### src/hw/rtl/cmm_ram.sv
// ----------------------------------------------------------------------------
// Generic single-port RAM
// One access per cycle, write or read, with registered read data.
// ----------------------------------------------------------------------------
module cmm_ram #(
    parameter int WIDTH = 8,
    parameter int DEPTH = 256,
    localparam int AW   = (DEPTH > 1) ? $clog2(DEPTH) : 1
) (
    input  logic             i_clk,
    input  logic             i_we,
    input  logic             i_re,
    input  logic [AW-1:0]    i_addr,
    input  logic [WIDTH-1:0] i_wdata,
    output logic [WIDTH-1:0] o_rdata
);

    logic [WIDTH-1:0] r_mem [DEPTH];
    logic [WIDTH-1:0] r_rdata;

    always_ff @(posedge i_clk) begin
        if (i_we) begin
            r_mem[i_addr] <= i_wdata;
        end
        if (i_re) begin
            r_rdata <= r_mem[i_addr];
        end
    end

    assign o_rdata = r_rdata;

endmodule

### config.mk
export PLATFORM = sky130hd
export DESIGN_NAME = cmm_ram
export DESIGN_NICKNAME = d
export VERILOG_FILES = /design/src/hw/rtl/cmm_ram.sv
export SDC_FILE = /design/constraint.sdc
export NUM_CORES = 2
export LEC_CHECK = 0
export BUFFER_PORTS_ARGS = -buffer_cell sky130_fd_sc_hd__buf_4
export CELL_PAD_IN_SITES_DETAIL_PLACEMENT = 0
export CELL_PAD_IN_SITES_GLOBAL_PLACEMENT = 1
export CORE_ASPECT_RATIO = 0.5
export CORE_MARGIN = 5
export CORE_UTILIZATION = 45
export DETAILED_ROUTE_END_ITERATION = 6
export GPL_TIMING_DRIVEN = 0
export MAX_ROUTING_LAYER = met4
export PLACE_DENSITY = 0.62
export SLEW_MARGIN = 10
export SYNTH_ARGS = -nofsm -noshare
export SYNTH_HDL_FRONTEND = slang
export SYNTH_SLANG_ARGS = --single-unit
### constraint.sdc
create_clock -name i_clk -period 3.9 [get_ports i_clk]
set_input_delay 0.39 -clock i_clk [delete_from_list [all_inputs] [get_ports i_clk]]
set_output_delay 0.39 -clock i_clk [all_outputs]
set_load 0.03 [all_outputs]
==> Word level (Yosys, flattened, before mapping) <==
Memories as Yosys holds them, arrays and structs flattened. A register that Yosys moved wholly into a read port is not among the register bits.
Cells that the tools add are included.
{ "op_classes": {"add_sub_neg": 0, "n_mul": 0, "div": 0, "n_lt_le_gt_ge": 0, "eq_ne": 0, "shifts": 0, "muxes": 2, "n_bitwise": 0, "reduce_logical": 0} }
{ "ops": {"columns": ["operator", "n"], "rows": [
  ["1-bit two-way mux", 2]
]} }
{ "word_totals": {"reg_bits": 0, "latchBits": 0, "mem_bits_rw": 2048, "romBits": 0, "input_bits": 19, "out_inout_bits": 8, "memories": 1} }
{ "mem_list": {"columns": ["name", "words", "word_bits", "rd", "rd_ports_with_merged_regs", "write_ports", "line", "text"], "rows": [
  ["r_mem", 256, 8, 1, 1, 1, "18", "logic [WIDTH-1:0] r_mem [DEPTH];"]
]} }

==> Longest topological paths before layout <==
{ "logic_depth": {"word_depth": 2, "mapped_depth": 10} }

==> Worst setup path after synthesis <==
OpenSTA, ideal clock, no wires.
{ "synth_path": {"kind": "input -> register", "from": "in i_addr[1]", "to": "mem r_mem[111][0], enable pin", "arrival_ns": 2.239, "required_time_ns": 3.530, "slack_ns": 1.291, "path_stages": 9, "path_buffers": 5, "cell_sequence": "buf_2 clkbuf_1 clkbuf_1 nand2_1 buf_2 nor2_1 nand2_1 clkbuf_1 nor2_1"} }
{ "synth_lines": {"columns": ["item", "line", "text"], "rows": [
  ["start, declared", "13", "input logic [AW-1:0] i_addr,"],
  ["end, declared", "18", null]
]} }
Straight into the memory's write port.

==> results.cfg <==
[sta]
fin_crit_sh_pct = 103
final_hold_viol_count = 0
fin_crit_ns = 4.01
relSlewSlack_pct = 10.6
fin_skew_ns = 0.0267
hold_ws_ns = 0.0355
max_freq_mhz = 249
drv_slew = 0
rsz0062_at_grt = true
setup_ws_ns = -0.115
finalSetupTns_ns = -0.336
worst_slew_pin_slew_ns = 1.34
setup_viol = 21

[synth]
netlist.area_leader.share_pct = 78.6
synth_warnings = 0
synth_common_cells = 2056 x edfxtp_1, 512 x mux4_2, 256 x a22oi_1
syn_inst = 3547
synth_edf_count = 2056
synth_seq_area_share_pct = 78.6
synthSimpleGateAreaFrac_pct = 1.73
ys_ff_latch = 2056
avgSynthCellArea_sq_um = 22.2
synth_area_leader_cell = edfxtp_1
synthAdderAreaFrac_pct = 0
synth_top_family_by_area = multiplexers
muxShareOfSynthArea_pct = 14.7
synth.distinct_cells = 21
synth-compound-area-share_pct = 3.62
synth_flop_cell = edfxtp_1
async_flop_share_pct = 0
synth_nets = 3566
synth_xor_area_share_pct = 0
synth_area_leaders = edfxtp_1 79%, mux4_2 15%, a22oi_1 2.4%, nor2_1 1.1%, a21oi_1 0.82%
syn-cell-area_sq_um = 78600
synth.most_common_cell = edfxtp_1

[power_and_ir_drop]
p_sw_mw = 9.66
pwr-share-comb_pct = 5.3
p_per_area_nw_per_um2 = 501
intPower_mw = 34.8
pwr-share-seq_pct = 54.8
swShare_pct = 21.7
p_leak_nw = 26.6
vdd_ir_drop_max_mv = 0.352
clockPowerShare_pct = 39.9

[clock_network]
numCtsBuffers = 189
clockRootBuffer = clkbuf_16
clk_latency_ns = 0.84
h-tree-depth = 4
clk_pin_slew_ns = 0.07
cts_sinks = 2056
cts_buffer_depth = 4
tritoncts = done

[worst_setup_path]
required_ns = 4.34
cp-end-kind = register
path_max_fanout = 10
rr_endpoint = o_rdata[6]
cp-start-kind = input pin
critPathKind = in -> reg
ff2ff_path_depth = 5
startpoint = i_addr[1]
rrSetupSlack_ns = 0.86
timing.rr.start = r_mem[239][6]
cp.arrival_ns = 4.45

[route]
initialDrtViolationCount = 4936
drt-vias-per-instance = 6.25
route.vias.total = 39000
drtPass1Iterations = 5
remaining_drc_errors = 0
ant_nets = 0
totalWireLength_mm = 222
wl_per_cell_um = 35.6

[global_route]
grt-busiest-layer = met2
grt_use_total_pct = 24.8
grt_max_degree = 133
use_met3_pct = 6.97
grt_overflow = 0
grt_pass1_wl_mm = 307
grt_pass1_vias = 38600
met1_usage_pct = 35.1
use_met2_pct = 35.4
antenna_found_initial = 12

[die]
dieArea_sq_um = 184000
die_h_um = 305
io-pin-count = 27
core_area_sq_um = 174000
start_util_pct = 45.3
die_x_um = 601
fp-row-count = 108

[flow_run]
cap_violations = 0

[finish]
post-route-util_pct = 51.2
area_delta_synth_final_pct = 13.0
fillers = 13700
drive_gt1_share_pct = 26.1
final_nets = 3817

[placed_design]
routabilityCongestion = 0.915
hpwl_mm = 146
pre_cts_slack_ns = -1.79
io_buffers = 22

[hold_path]
hp-class = in -> reg
hold_end = r_mem[236][0]
min-delay-start = i_wdata[0]
min_delay_path_depth = 1

[status]
violations = negative setup slack
status = complete, but fails checks
==> how the worst max path moves through the flow <==
stage	to	slack [ns]
floorplan	r_mem[111][0]	1.29
global placement	r_mem[128][2]	-2.77
detailed placement	r_mem[191][5]	-1.79
CTS	r_mem[181][4]	-0.02
global route	r_mem[73][2]	-0.15
finish	o_rdata[2]	-0.11
==> power groups by stage <==
stage	clock network (mW)	logic, mW	registers [mW]
floorplan	0	1.08	24.9
global placement	0	2.21	24.9
detailed placement	0	2.33	24.8
CTS	18.0	2.35	24.4
global route	18.9	2.46	24.4
finish	17.8	2.36	24.4
==> metrics by stage <==
stage	instance area, sq um	power (mW)	std cells
2_1_floorplan	78600	26.0	3547
3_3_place_gp	81600	27.1	5879
3_5_place_dp	82700	27.2	5912
4_1_cts	88600	44.7	6236
5_1_grt	88800	45.8	6243
6_report	88800	44.5	6243
==> cell type report <==
type                       instances  area (sq um)  area share (%)
sequential                      2056         61700            69.5
tap                             2310          2890            3.26
clock buffer                     230          4900            5.53
clock inverter                    89           771           0.868
antenna                            7          17.5          0.0197
multi-input combinational       1258         16200            18.2
timing repair buffer              62          1150            1.29
inverter                           1          3.75         0.00423
buffer                           230          1130            1.27
==> layout by cell type, fill, tap and decap left out, drive strengths merged <==
cell,n
clkinvlp,3
buf,139
diode,7
dlygate4sd3,7
nor2,232
nor2b,7
or2,2
o41ai,32
nand3,13
clkinv,71
mux4,512
edfxtp,2056
a21oi,128
nand2b,6
clkbuf,376
bufinv,12
inv,4
nand2,28
or3,1
nand4,8
a22oi,256
and2,3
nor3,30
==> cell families (layout without fill, tap and decap cells) <==
group / after synthesis / count (layout)
multiplexers: 512 / 512
other: 0 / 7
AND/OR/NAND/NOR: 330 / 330
buffers and inverters: 233 / 612
AO/OA/AOI/OAI: 416 / 416
flip-flops: 2056 / 2056
==> per-layer routing <==
| layer | wire (um) | vias up |
|---|---|---|
| li1 | - | 15600 |
| met1 | 94200 | 21300 |
| met2 | 99500 | 1756 |
| met3 | 21900 | 341 |
| met4 | 6790 | 0 |
| met5 | 0 | - |
==> worst max-delay path: stages <==
cell	delay [ns]
buf_2	0.33
clkbuf_1	0.81
buf_1	0.90
mux4_2	0.47
a22oi_1	0.16
a21oi_1	0.20
o41ai_2	0.73
nand4_1	0.44
==> state kept, by name, summed over array words and instances, names as in the netlist <==
register  flops
r_mem      2048
o_rdata       8
==> timing repair <==
item,CTS,global route
hold buffers,7,0
endpoints found under the setup margin,1338,533
hold endpoints to repair,161,0
gates resized for setup,72,35
setup buffers,0,0
Power figures use the tool's default switching activity.
